File: config.mk
export PLATFORM = sky130hd
export DESIGN_NAME = trial_division_factorizer_core
export DESIGN_NICKNAME = d
export VERILOG_FILES = /design/src/rtl/tdf_pkg.sv /design/src/rtl/tdf_divider.sv /design/src/rtl/trial_division_factorizer_core.sv
export VERILOG_INCLUDE_DIRS = /design/src /design/src/rtl
export SDC_FILE = /design/constraint.sdc
export NUM_CORES = 1
export LEC_CHECK = 0
export ABC_AREA = 0
export BUFFER_PORTS_ARGS = -buffer_cell sky130_fd_sc_hd__buf_2
export CELL_PAD_IN_SITES_DETAIL_PLACEMENT = 1
export CELL_PAD_IN_SITES_GLOBAL_PLACEMENT = 2
export CORE_ASPECT_RATIO = 1.4
export CORE_MARGIN = 3
export CORE_UTILIZATION = 41
export DETAILED_ROUTE_END_ITERATION = 12
export PLACE_DENSITY = 0.76
export REMOVE_ABC_BUFFERS = 1
export SKIP_CTS_REPAIR_TIMING = 1
export SLEW_MARGIN = 15
export SYNTH_ARGS = -nofsm -noshare
export SYNTH_HDL_FRONTEND = slang
export SYNTH_HIERARCHICAL = 1
export SYNTH_SLANG_ARGS = --single-unit
File: constraint.sdc
create_clock -name aclk -period 6.1 [get_ports aclk]
set_input_delay 0.305 -clock aclk [delete_from_list [all_inputs] [get_ports aclk]]
set_output_delay 0.305 -clock aclk [all_outputs]
set_load 0.01 [all_outputs]
File: src/rtl/trial_division_factorizer_core_assert.svh
// assertion macros for the trial division factorizer
`ifndef TRIAL_DIVISION_FACTORIZER_CORE_ASSERT_SVH
`define TRIAL_DIVISION_FACTORIZER_CORE_ASSERT_SVH

`ifndef ASSERT_OFF
// check a property on every clock edge out of reset
`define TDF_ASSERT(label, prop) \
    label: assert property (@(posedge aclk) disable iff (!aresetn) (prop)) \
        else $error("tdf assertion failed");
// check that an antecedent implies a consequent in the same cycle
`define TDF_ASSERT_IMPL(label, ante, cons) \
    label: assert property (@(posedge aclk) disable iff (!aresetn) (ante) |-> (cons)) \
        else $error("tdf implication failed");
`else
`define TDF_ASSERT(label, prop)
`define TDF_ASSERT_IMPL(label, ante, cons)
`endif

`endif

File: src/rtl/tdf_pkg.sv
// shared constants and types for the trial division factorizer
`default_nettype none

package tdf_pkg;

    localparam int VALUE_BITS  = 32;
    localparam int FACTOR_BITS = VALUE_BITS - 1;
    localparam int S_TDATA_BITS = ((VALUE_BITS + 7) / 8) * 8;
    localparam int M_TDATA_BITS = ((FACTOR_BITS + 7) / 8) * 8;
    localparam int CNT_BITS    = $clog2(FACTOR_BITS + 1);

    localparam logic [FACTOR_BITS-1:0] FACTOR_ERROR   = FACTOR_BITS'(0);
    localparam logic [FACTOR_BITS-1:0] FACTOR_NONE    = FACTOR_BITS'(1);
    localparam logic [FACTOR_BITS-1:0] FIRST_DIVISOR  = FACTOR_BITS'(2);

    typedef logic [FACTOR_BITS-1:0] factor_t;

    typedef struct packed {
        logic busy;
        logic done;
    } div_status_t;

    typedef enum logic [2:0] {
        ST_IDLE,
        ST_DIV,
        ST_WAIT,
        ST_EMIT
    } state_t;

endpackage

`default_nettype wire

File: src/rtl/tdf_divider.sv
// bit-serial restoring divider, one quotient bit per cycle
`default_nettype none

module tdf_divider (
    input  wire logic                 aclk,
    input  wire logic                 aresetn,
    input  wire logic                 start,
    input  wire tdf_pkg::factor_t     dividend,
    input  wire tdf_pkg::factor_t     divisor,
    output tdf_pkg::factor_t          quot,
    output tdf_pkg::factor_t          rem,
    output tdf_pkg::div_status_t      status
);
    import tdf_pkg::*;

    factor_t                quot_reg, quot_next;
    factor_t                rem_reg, rem_next;
    factor_t                divisor_reg, divisor_next;
    logic [CNT_BITS-1:0]    cnt_reg, cnt_next;
    logic                   done_reg, done_next;
    logic [FACTOR_BITS:0]   rem_shift;
    logic [FACTOR_BITS:0]   rem_diff;

    always_comb begin
        rem_shift    = {rem_reg, quot_reg[FACTOR_BITS-1]};
        rem_diff     = rem_shift - {1'b0, divisor_reg};
        quot_next    = quot_reg;
        rem_next     = rem_reg;
        divisor_next = divisor_reg;
        cnt_next     = cnt_reg;
        done_next    = 1'b0;
        if (start) begin
            quot_next    = dividend;
            rem_next     = '0;
            divisor_next = divisor;
            cnt_next     = CNT_BITS'(FACTOR_BITS);
        end else if (cnt_reg != '0) begin
            // shift in the next dividend bit, subtract when it fits
            if (rem_shift >= {1'b0, divisor_reg}) begin
                rem_next  = rem_diff[FACTOR_BITS-1:0];
                quot_next = {quot_reg[FACTOR_BITS-2:0], 1'b1};
            end else begin
                rem_next  = rem_shift[FACTOR_BITS-1:0];
                quot_next = {quot_reg[FACTOR_BITS-2:0], 1'b0};
            end
            cnt_next = cnt_reg - CNT_BITS'(1);
            if (cnt_reg == CNT_BITS'(1)) begin
                done_next = 1'b1;
            end
        end
    end

    always_ff @(posedge aclk) begin
        if (!aresetn) begin
            cnt_reg  <= '0;
            done_reg <= 1'b0;
        end else begin
            cnt_reg  <= cnt_next;
            done_reg <= done_next;
        end
    end

    always_ff @(posedge aclk) begin
        quot_reg    <= quot_next;
        rem_reg     <= rem_next;
        divisor_reg <= divisor_next;
    end

    assign quot        = quot_reg;
    assign rem         = rem_reg;
    assign status.busy = (cnt_reg != '0);
    assign status.done = done_reg;

endmodule

`default_nettype wire

File: src/rtl/trial_division_factorizer_core.sv
// top level of the trial division factorizer: sequencer and output register
// each trial divisor is one full division in the bit-serial divider (ST_DIV, ST_WAIT);
// divisors are tried upward from two until one divides n or exceeds its square root,
// and each factor found is loaded into the output register from ST_EMIT
// throughput: one item at a time, the next taken once the last result is loaded
// reset (aresetn low, synchronous) returns to idle and empties the output register
`default_nettype none
`include "trial_division_factorizer_core_assert.svh"

module trial_division_factorizer_core (
    input  wire logic                             aclk,
    input  wire logic                             aresetn,
    input  wire logic                             s_tvalid,
    output logic                                  s_tready,
    input  wire logic [tdf_pkg::S_TDATA_BITS-1:0] s_tdata,   // [31:0] value
    output logic                                  m_tvalid,
    input  wire logic                             m_tready,
    output logic [tdf_pkg::M_TDATA_BITS-1:0]      m_tdata,   // [30:0] factor
    output logic                                  m_tlast
);
    import tdf_pkg::*;

    state_t         state_reg, state_next;
    factor_t        n_reg, n_next;
    factor_t        d_reg, d_next;
    factor_t        emit_val_reg, emit_val_next;
    logic           emit_last_reg, emit_last_next;
    logic           m_tvalid_reg, m_tvalid_next;
    factor_t        m_factor_reg, m_factor_next;
    logic           m_tlast_reg, m_tlast_next;
    logic           div_start;
    factor_t        div_quot;
    factor_t        div_rem;
    div_status_t    div_stat;
    logic           out_free;
    logic [VALUE_BITS-1:0] in_value;

    tdf_divider u_div (
        .aclk     (aclk),
        .aresetn  (aresetn),
        .start    (div_start),
        .dividend (n_reg),
        .divisor  (d_reg),
        .quot     (div_quot),
        .rem      (div_rem),
        .status   (div_stat)
    );

    assign in_value = s_tdata[VALUE_BITS-1:0];
    assign out_free = !m_tvalid_reg || m_tready;
    assign s_tready = (state_reg == ST_IDLE);

    always_comb begin
        state_next     = state_reg;
        n_next         = n_reg;
        d_next         = d_reg;
        emit_val_next  = emit_val_reg;
        emit_last_next = emit_last_reg;
        m_tvalid_next  = m_tvalid_reg && !m_tready;
        m_factor_next  = m_factor_reg;
        m_tlast_next   = m_tlast_reg;
        div_start      = 1'b0;
        case (state_reg)
            ST_IDLE: begin
                if (s_tvalid) begin
                    n_next         = in_value[FACTOR_BITS-1:0];
                    d_next         = FIRST_DIVISOR;
                    emit_last_next = 1'b1;
                    if (in_value[VALUE_BITS-1] || in_value == '0) begin
                        emit_val_next = FACTOR_ERROR;
                        state_next    = ST_EMIT;
                    end else if (in_value == VALUE_BITS'(1)) begin
                        emit_val_next = FACTOR_NONE;
                        state_next    = ST_EMIT;
                    end else begin
                        state_next = ST_DIV;
                    end
                end
            end
            ST_DIV: begin
                div_start  = 1'b1;
                state_next = ST_WAIT;
            end
            ST_WAIT: begin
                if (div_stat.done) begin
                    if (d_reg > div_quot) begin
                        // divisor squared exceeds n: what is left is prime
                        emit_val_next  = n_reg;
                        emit_last_next = 1'b1;
                        state_next     = ST_EMIT;
                    end else if (div_rem == '0) begin
                        emit_val_next  = d_reg;
                        emit_last_next = 1'b0;
                        n_next         = div_quot;
                        state_next     = ST_EMIT;
                    end else begin
                        d_next     = d_reg + FACTOR_BITS'(1);
                        state_next = ST_DIV;
                    end
                end
            end
            ST_EMIT: begin
                if (out_free) begin
                    m_tvalid_next = 1'b1;
                    m_factor_next = emit_val_reg;
                    m_tlast_next  = emit_last_reg;
                    state_next    = emit_last_reg ? ST_IDLE : ST_DIV;
                end
            end
            default: begin
                state_next = ST_IDLE;
            end
        endcase
    end

    always_ff @(posedge aclk) begin
        if (!aresetn) begin
            state_reg    <= ST_IDLE;
            m_tvalid_reg <= 1'b0;
        end else begin
            state_reg    <= state_next;
            m_tvalid_reg <= m_tvalid_next;
        end
    end

    always_ff @(posedge aclk) begin
        n_reg         <= n_next;
        d_reg         <= d_next;
        emit_val_reg  <= emit_val_next;
        emit_last_reg <= emit_last_next;
        m_factor_reg  <= m_factor_next;
        m_tlast_reg   <= m_tlast_next;
    end

    assign m_tvalid = m_tvalid_reg;
    assign m_tdata  = M_TDATA_BITS'(m_factor_reg);
    assign m_tlast  = m_tlast_reg;

    // no division may be running while a new item can be taken
    `TDF_ASSERT_IMPL(a_idle_div_quiet, s_tready, !div_stat.busy)
    // divider completion only seen while waiting on it
    `TDF_ASSERT_IMPL(a_done_in_wait, div_stat.done, state_reg == ST_WAIT)
    // trial divisor never below two during a division
    `TDF_ASSERT_IMPL(a_divisor_min, state_reg == ST_WAIT, d_reg >= FIRST_DIVISOR)
    // error and no-factor codes always end the run
    `TDF_ASSERT_IMPL(a_code_is_last, m_tvalid && m_factor_reg <= FACTOR_NONE, m_tlast)

endmodule

`default_nettype wire
==> impl_metrics.tcl, run 1 <==
set metrics [dict create \
    status "finished, final reports clean" \
    finalPower_w 0.00728 \
    holdPathEnd "n_reg[16]" \
    r2r_end "n_reg[10]" \
    fin_crit_ns 3.93 \
    antenna_found_initial 0 \
    clock-sinks 228 \
    finalHoldViolCount 0 \
    ant_nets 0 \
    start_util_pct 42.1 \
    tightest_slew_ns 1.11 \
    final_layout_size_suffix_gt1_share_pct 16.3 \
    wirelength_microns 35200 \
    hold_depth 3 \
    rsz0062_at_grt "no" \
    grt_pass1_vias 9697 \
    min_period_over_period_pct 64.4 \
    place.port_buffers 69 \
    overflow 0 \
    critical-path-slowest-cell "o21ai_4" \
    io_pins 71 \
    synth_top_area_share_pct 45.4 \
    utilization_pct 47.2 \
    critPathMostFrequentCell "a21oi_1" \
    grt_pass1_wl_microns 55800 \
    cp_num_buf_inv 1 \
    routed_via_density 5.64 \
    fillers 3227 \
    ys_ff_latch 228 \
    drv_slew 0 \
    htreeDepth 1 \
    drc 0 \
    clk_pin_slew_ns 0.06 \
    p_leak_nw 5.31 \
    dieArea_sq_um 32500 \
    synth_area_sq_um 12400 \
    ys_seq_area_share_pct 51.8 \
    required_ns 6.32 \
    cpPeakStageDelay_ns 0.79 \
    drv_cap 0 \
    area_growth_pct 12.0 \
    synth_most_common_cell "edfxtp_1" \
    syn_avg_cell_area_sq_um 10.7 \
    dr_wl_met3_microns 958 \
    first_iter_violations 389 \
    r2r_slack_ns 2.17 \
    synth_cells 1168 \
    power_density_nw_per_um2 522 \
    synthFlopType "edfxtp_1" \
    design_area_sq_um 13900 \
    antenna-diode-count 0 \
    met1Wirelength_microns 15600 \
    ys_warn_count 6 \
    synth_area_leaders "edfxtp_1 (45%), ha_1 (6.6%), dfxtp_1 (6.4%)" \
    clk_path_buf_depth 3 \
    place.gp.congestion 0.835 \
    path_class "flip-flop to flip-flop" \
    ff2ff_path_depth 8 \
    hold_start "s_tdata[16]" \
    skew_ns 0.0137 \
    crit_chain "ha_1, a21oi_1, a21oi_1, o31a_1, o21ai_4, nand3_1, a21boi_4, buf_4" \
    dp_hpwl_microns 25200 \
    num_vias 9124 \
    track_usage_pct 21.5 \
    hold_path_class "input port to flip-flop" \
    fp-row-count 74 \
    grt_max_degree 80 \
    placed_area_sq_um 13100 \
    core_area_sq_um 29500 \
    synth_common_cells "edfxtp_1 (188), nand2_1 (103), nor2_1 (91), a21oi_1 (84), inv_1 (77)" \
    drt_pass1_iterations 4 \
    relSlewSlack_pct 26.0 \
    synth_cell_types 86 \
    cts_tree "done" \
    crit_family "compound AO/OA/AOI/OAI gates" \
    startpoint_type "flip-flop" \
    cp_max_fo 33 \
    clk_latency_ns 0.54 \
    ir_worst_vdd_mv 0.263 \
    avgRoutedWirePerCell_microns 21.8 \
    crit_path_end_kind "flip-flop" \
    max_freq_ghz 0.255 \
    synth_area_leader_cell "edfxtp_1" \
    fin_nets 1323 \
    cts_inserted_buffers 26 \
    cts-root-buf "clkbuf_16" \
    die_width_microns 153 \
    arrival_ns 4.15 \
    wl_met2_microns 17900 \
    top_layer_used "met4" \
    synthArstFlopShare_pct 0 \
    r2r_start "d_reg[2]" \
    die_y_microns 212 \
    synth-edff-count 188 \
    final-setup-viol-count 0 \
]
cells in the final DEF, fill, tap and decap left out, types with 31 or more instances in the layout:
master / instances
a21oi_1: 84
buf_2: 69
dfxtp_1: 40
edfxtp_1: 188
ha_1: 66
inv_1: 77
mux2_2: 31
nand2_1: 103
nand3_1: 57
nor2_1: 90
o21ai_0: 45
o21ai_1: 44
layout make-up:
cell class,instances,area [sq um],share of cell area [%]
flip-flops and latches,228,6450,46.2
multi-input cells,806,5480,39.3
clock buffers,38,727,5.21
well taps,380,475,3.41
repair buffers,81,435,3.12
inverters,77,289,2.07
clock inverters,7,90.1,0.646
stage by stage:
step | instances | setup TNS [ns] | hold slack (ns) | worst slack, ns
2_1_floorplan | 1111 | -19.44 | 0.400 | -0.621
3_3_place_gp | 1572 | 0 | 0.400 | 2.29
3_5_place_dp | 1572 | 0 | 0.405 | 2.19
4_1_cts | 1617 | 0 | 0.0469 | 2.17
5_1_grt | 1617 | 0 | 0.0775 | 1.95
6_report | 1617 | 0 | 0.0668 | 2.17
worst register-to-register path: cells and delay by family, from the launching register on:
| family | cells | cell delay (ns) |
|---|---|---|
| flip-flops | 1 | 0.52 |
| buffers and inverters | 1 | 0.38 |
| AO/OA/AOI/OAI | 5 | 2.04 |
| adder cells (fa/ha/maj) | 1 | 0.39 |
| AND/OR/NAND/NOR | 1 | 0.27 |
cell families after synthesis:
family	Yosys count	share of synthesized area, %
other	1	0.0301
AO/OA/AOI/OAI	281	15.0
adder cells (fa/ha/maj)	67	6.79
buffers and inverters	134	4.49
multiplexers	39	3.49
flip-flops	228	51.8
XOR/XNOR	51	3.59
AND/OR/NAND/NOR	367	14.8
report_power, final:
part	leakage [nW]	internal (W)	switching, W
registers	2.12	0.00221	0.000333
clock network	0.394	0.000907	0.000630
logic	2.80	0.00124	0.00195
total	5.31	0.00436	0.00292
routing by layer:
layer | vias to the layer above | track usage, %
li1 | 4373 | -
met1 | 4573 | 27.8
met2 | 130 | 38.4
met3 | 48 | 2.30
met4 | 0 | 5.69
met5 | - | 0
worst max-delay path by stage:
stage          cells after the start  slack (ns)    startpoint       endpoint
5_1_grt                            8        1.95      d_reg[2]      n_reg[14]
6_report                           8        2.17      d_reg[2]      n_reg[10]
3_3_place_gp                       8        2.29      d_reg[4]       n_reg[9]
4_1_cts                            8        2.17      d_reg[2]      n_reg[14]
3_5_place_dp                       8        2.19      d_reg[2]       n_reg[9]
2_1_floorplan                      3       -0.62  state_reg[0]  u_div/quot[0]
(Power assumes the default switching activity.)
==> run 2: changes to the inputs <==
==> constraint.sdc (replaced) <==
create_clock -name aclk -period 3.7 [get_ports aclk]
set_input_delay 0.185 -clock aclk [delete_from_list [all_inputs] [get_ports aclk]]
set_output_delay 0.185 -clock aclk [all_outputs]
set_load 0.01 [all_outputs]
==> impl_metrics.tcl, run 2 (synthesis gave the netlist of run 1 again) <==
set metrics [dict create \
    ff2ff_path_depth 12 \
    violations "negative hold slack" \
    min_period_over_period_pct 89.9 \
    r2r_start "u_div/quot[30]" \
    final_common_cell "edfxtp_1" \
    start_util_pct 42.1 \
    clk_path_buf_depth 3 \
    required_ns 4.13 \
    grt_pass1_wl_microns 54700 \
    cts-root-buf "clkbuf_16" \
    critical-path-slowest-cell "edfxtp_1" \
    skew_ns 0.0177 \
    overflow 0 \
    finalHoldViolCount 4 \
    post_layout_nonfiller_instances 1658 \
    place_ws_ns 0.328 \
    path_class "flip-flop to flip-flop" \
    grt_max_degree 92 \
    crit_chain "inv_1, ha_1, fa_1, nor2b_1, o31a_1, o311ai_2, a31oi_1, nor3_2, and2_1, buf_4, nand2_1, a311oi_1" \
    place.gp.congestion 0.810 \
    antenna-diode-count 0 \
    finalPower_w 0.0122 \
    io_pins 71 \
    final_layout_size_suffix_gt1_share_pct 17.6 \
    cts_inserted_buffers 25 \
    clock-sinks 228 \
    dp_hpwl_microns 24900 \
    cp_max_fo 10 \
    ant_nets 0 \
    crit_path_end_kind "flip-flop" \
    first_iter_violations 332 \
    r2r_slack_ns 0.37 \
    rsz0062_at_grt "no" \
    finalHoldWorstSlack_ns -0.0276 \
    startpoint_type "flip-flop" \
    clk_pin_slew_ns 0.06 \
    core_area_sq_um 29500 \
    htreeDepth 1 \
    r2r_end "u_div/rem[19]" \
    area_growth_pct 15.6 \
    p_leak_nw 5.53 \
    num_vias 9156 \
    drc 0 \
    holdPathEnd "n_reg[2]" \
    power_density_nw_per_um2 850 \
    hold_path_class "input port to flip-flop" \
    relSlewSlack_pct 31.7 \
    placed_cells 1590 \
    cts_tree "done" \
    wirelength_microns 34800 \
    die_width_microns 153 \
    busiest_layer "met2" \
    fin_crit_ns 3.33 \
    met3_usage_pct 2.22 \
    drv_slew 0 \
    max_freq_ghz 0.300 \
    place.port_buffers 69 \
    arrival_ns 3.76 \
    hold_start "s_tdata[2]" \
    track_usage_pct 21.0 \
    ir_worst_vdd_mv 0.481 \
    avgRoutedWirePerCell_microns 21.0 \
    grt_pass1_vias 9678 \
    setup_ws_ns 0.372 \
    drv_cap 0 \
    grt_util_met2_pct 38.4 \
    antenna_found_initial 0 \
    fin_nets 1363 \
    routed_via_density 5.52 \
    status "complete, but fails checks" \
    dieArea_sq_um 32500 \
    layout_common_cells "edfxtp_1 (188), nand2_1 (103), nor2_1 (90)" \
    die_y_microns 212 \
    fillers 3172 \
    drt_pass1_iterations 5 \
    cpPeakStageDelay_ns 0.48 \
    tightest_slew_ns 1.02 \
    utilization_pct 48.7 \
    final-setup-viol-count 0 \
    hold_depth 3 \
    fp-row-count 74 \
    clk_latency_ns 0.53 \
    grtUsageMet1_pct 26.3 \
]
## run 2: changes by cell type in the layout (fill, tap and decap cells not counted), moves of 3 or more
cell,change
bufinv_16,+3
clkbuf_1,-6
buf_4,+16
dlygate4sd3_1,+23
## run 2: through the flow
stage	hold WS [ns]	TNS [ns]	area, sq um
6_report	-0.0276	0	14400
5_1_grt	0.00474	0	14400
4_1_cts	-0.0789	0	14200
3_5_place_dp	0.405	0	13300
3_3_place_gp	0.401	0	13300
2_1_floorplan	0.303	-255.80	12200
## run 2: worst max-delay path: cells and delay by family, from the launching register on
family,cells,cell delay [ns]
fa+ha+maj,2,0.39
buf+inv,2,0.39
simple gates,4,0.80
compound gates,4,1.16
flops,1,0.48
## run 2: per-layer routing
metal | vias to the layer above | wire, microns | part of all wire, %
met3 | 55 | 850 | 2.4
met4 | 0 | 959 | 2.8
met5 | - | 0 | 0
li1 | 4458 | - | -
met2 | 137 | 18100 | 52
met1 | 4506 | 14800 | 43
## run 2: how the worst max path moves through the flow
stage                              start            end
after floorplan             state_reg[0]  u_div/quot[0]
after global placement    u_div/quot[30]  u_div/rem[19]
after detailed placement  u_div/quot[30]  u_div/rem[25]
after CTS                 u_div/quot[30]  u_div/rem[21]
after global routing      u_div/quot[30]  u_div/rem[19]
final                     u_div/quot[30]  u_div/rem[19]
## run 2: area by class of cell
class	count	area (sq um)	share of cell area [%]
tap	380	475	3.30
multi-input combinational	806	5480	38.1
clock inverter	13	196	1.36
clock buffer	32	682	4.74
timing repair buffer	122	826	5.74
inverter	77	289	2.01
sequential	228	6450	44.8
## run 2: report_power, final
| part | internal (W) | switching [W] | leakage, nW | total (W) |
|---|---|---|---|---|
| logic | 0.00214 | 0.00321 | 2.99 | 0.00535 |
| clock network | 0.00165 | 0.00104 | 0.424 | 0.00269 |
| registers | 0.00364 | 0.000556 | 2.12 | 0.00419 |
==> run 3: changes to the inputs <==
--- a/config.mk
+++ b/config.mk
@@ -7,18 +7,17 @@
 export NUM_CORES = 1
 export LEC_CHECK = 0
 export ABC_AREA = 0
-export BUFFER_PORTS_ARGS = -buffer_cell sky130_fd_sc_hd__buf_2
+export BUFFER_PORTS_ARGS = -buffer_cell sky130_fd_sc_hd__buf_4
 export CELL_PAD_IN_SITES_DETAIL_PLACEMENT = 1
 export CELL_PAD_IN_SITES_GLOBAL_PLACEMENT = 2
 export CORE_ASPECT_RATIO = 1.4
 export CORE_MARGIN = 3
-export CORE_UTILIZATION = 41
+export CORE_UTILIZATION = 40
 export DETAILED_ROUTE_END_ITERATION = 12
-export PLACE_DENSITY = 0.76
+export PLACE_DENSITY = 0.75
 export REMOVE_ABC_BUFFERS = 1
 export SKIP_CTS_REPAIR_TIMING = 1
 export SLEW_MARGIN = 15
 export SYNTH_ARGS = -nofsm -noshare
 export SYNTH_HDL_FRONTEND = slang
-export SYNTH_HIERARCHICAL = 1
 export SYNTH_SLANG_ARGS = --single-unit
==> impl_metrics.tcl, run 3 <==
set metrics [dict create \
    synth-edff-count 188 \
    post_layout_nonfiller_instances 1683 \
    routed_via_density 5.49 \
    dp_hpwl_microns 24900 \
    final_layout_size_suffix_gt1_share_pct 13.0 \
    grt_max_degree 55 \
    overflow 0 \
    start_util_pct 40.9 \
    ir_worst_vdd_mv 0.363 \
    avgRoutedWirePerCell_microns 20.6 \
    antenna-diode-count 0 \
    placed_cells 1609 \
    r2r_end "u_div.rem[12]" \
    power_frac_clock_pct 21.8 \
    place_ws_ns 0.405 \
    min_period_over_period_pct 91.6 \
    hold_depth 3 \
    clk_latency_ns 0.53 \
    track_usage_pct 21.0 \
    clock-sinks 228 \
    final-setup-viol-count 0 \
    ys_seq_area_share_pct 53.5 \
    drt_pass1_iterations 5 \
    tightest_slew_ns 0.756 \
    cp_max_fo 15 \
    io_pins 71 \
    cts_tree "done" \
    wl_met2_microns 17600 \
    clk_pin_slew_ns 0.06 \
    crit_path_end_kind "flip-flop" \
    finalPower_w 0.0113 \
    grt_pass1_wl_microns 54600 \
    finalHoldWorstSlack_ns -0.0422 \
    place.gp.congestion 0.818 \
    syn_avg_cell_area_sq_um 10.3 \
    antenna_found_initial 0 \
    synthArstFlopShare_pct 0 \
    setup_ws_ns 0.311 \
    met1Wirelength_microns 15400 \
    cts-root-buf "clkbuf_16" \
    first_iter_violations 420 \
    finalHoldViolCount 3 \
    crit_chain "inv_1, ha_1, fa_1, nand2b_1, a21oi_1, o211a_1, o21ai_1, a31oi_4, nor2_4, buf_4, or3b_1, a311oi_1" \
    fp-row-count 74 \
    wirelength_microns 34600 \
    path_class "flip-flop to flip-flop" \
    switchingPower_w 0.00442 \
    holdPathEnd "n_reg[9]" \
    ys_warn_count 0 \
    num_vias 9243 \
    critical-path-slowest-cell "fa_1" \
    skew_ns 0.0219 \
    drc 0 \
    crit_family "compound AO/OA/AOI/OAI gates" \
    r2r_slack_ns 0.31 \
    synth_area_leader_cell "edfxtp_1" \
    area_growth_pct 19.1 \
    startpoint_type "flip-flop" \
    hold_path_class "input port to flip-flop" \
    required_ns 4.12 \
    dieArea_sq_um 32200 \
    clk_path_buf_depth 3 \
    status "complete, but fails checks" \
    power.internal_w 0.00692 \
    synth_area_leaders "edfxtp_1 (47%), ha_1 (6.9%), dfxtp_1 (6.7%)" \
    seq_power_share_pct 35.0 \
    ys_ff_latch 228 \
    multi_input_area_sq_um 5150 \
    fillers 3283 \
    arrival_ns 3.81 \
    core_area_sq_um 29400 \
    ff2ff_path_depth 12 \
    hold_start "s_tdata[9]" \
    synth_top_area_share_pct 46.9 \
    synth_area_sq_um 12000 \
    p_leak_nw 5.75 \
    r2r_start "u_div.quot[30]" \
    fin_nets 1388 \
    switching_share_pct 39.0 \
    relSlewSlack_pct 49.5 \
    final_common_cell "edfxtp_1" \
    power_density_nw_per_um2 791 \
    grt_pass1_vias 9836 \
    rsz0062_at_grt "no" \
    cts_inserted_buffers 25 \
    drv_cap 0 \
    synth_most_common_cell "edfxtp_1" \
    fin_crit_ns 3.39 \
    top_layer_used "met4" \
    ant_nets 0 \
    synth_cell_types 67 \
    htreeDepth 1 \
    cpPeakStageDelay_ns 0.39 \
    die_width_microns 153 \
    synth_cells 1165 \
    place.port_buffers 69 \
    violations "negative hold slack" \
    drv_slew 0 \
    die_y_microns 211 \
    regArea_sq_um 6450 \
    p_comb_share_pct 43.2 \
    synth_common_cells "edfxtp_1 (188), nand2_1 (145), o21ai_0 (101), nor2_1 (99), inv_1 (75)" \
    layout_common_cells "edfxtp_1 (188), nand2_1 (145), buf_4 (114)" \
    max_freq_ghz 0.295 \
    synthFlopType "edfxtp_1" \
    dr_wl_met3_microns 825 \
    utilization_pct 48.7 \
    cp_num_buf_inv 2 \
]
## run 3: cell count changes after synthesis, sizes merged, moves of 11 or more
cell    before  now
nand3       60   34
mux2i        7   32
a21o        11   28
o21ai       91  102
a31oi        6   20
a211oi      13    2
a21oi       84   59
mux2        32    2
nand2      113  145
## run 3: logic make-up (layout without fill, tap and decap cells)
family | Yosys count | in the layout | synth area share, %
buffers and inverters | 126 | 264 | 4.11
adders and majority gates | 67 | 67 | 7.03
xor gates and xnor gates | 42 | 42 | 3.06
and+or+nand+nor | 398 | 398 | 15.6
other | 1 | 1 | 0.0311
DFF | 228 | 228 | 53.5
muxes | 34 | 34 | 2.85
AOI/OAI and AO/OA | 269 | 269 | 13.8
## run 3: worst max path at each step
stage / from / end / slack, ns / cells after the start
after CTS: u_div.quot[30] / u_div.rem[12] / 0.29 / 12
final: u_div.quot[30] / u_div.rem[12] / 0.31 / 12
after global routing: u_div.quot[30] / u_div.rem[12] / 0.07 / 12
after global placement: u_div.quot[30] / u_div.rem[5] / 0.53 / 12
after floorplan: d_reg[24] / emit_val_reg[0] / -2.81 / 9
after detailed placement: u_div.quot[30] / u_div.rem[5] / 0.41 / 12
## run 3: power by group through the flow
stage                     sequential, W  clock [W]  combinational, W
after floorplan                 0.00391          0           0.00345
after detailed placement        0.00403          0           0.00488
final                           0.00397    0.00247           0.00489
after global routing            0.00405    0.00263           0.00553
after CTS                       0.00398    0.00253           0.00492
after global placement          0.00401          0           0.00481
## run 3: worst min-delay path: cells and delay by family
kind | cells | cell delay, ns
buf+inv | 1 | 0.08
simple gates | 1 | 0.04
compound gates | 1 | 0.06
## run 3: final cells by class
| cell class | instances | share of cell area, % |
|---|---|---|
| clock buffers | 32 | 4.69 |
| clock inverters | 13 | 0.890 |
| inverters | 75 | 1.97 |
| multi-input cells | 811 | 36.0 |
| flip-flops and latches | 228 | 45.0 |
| well taps | 380 | 3.32 |
| repair buffers | 144 | 8.21 |
## run 3: through the flow
| stage | setup TNS, ns | area, sq um |
|---|---|---|
| 2_1_floorplan | -186.36 | 11800 |
| 3_3_place_gp | 0 | 13200 |
| 3_5_place_dp | 0 | 13200 |
| 4_1_cts | 0 | 14000 |
| 5_1_grt | 0 | 14300 |
| 6_report | 0 | 14300 |
## run 3: layer usage
metal,vias to the layer above,GRT usage [%]
li1,4478,-
met1,4606,27.4
met4,0,5.32
met5,-,0
met3,42,2.15
met2,117,37.7
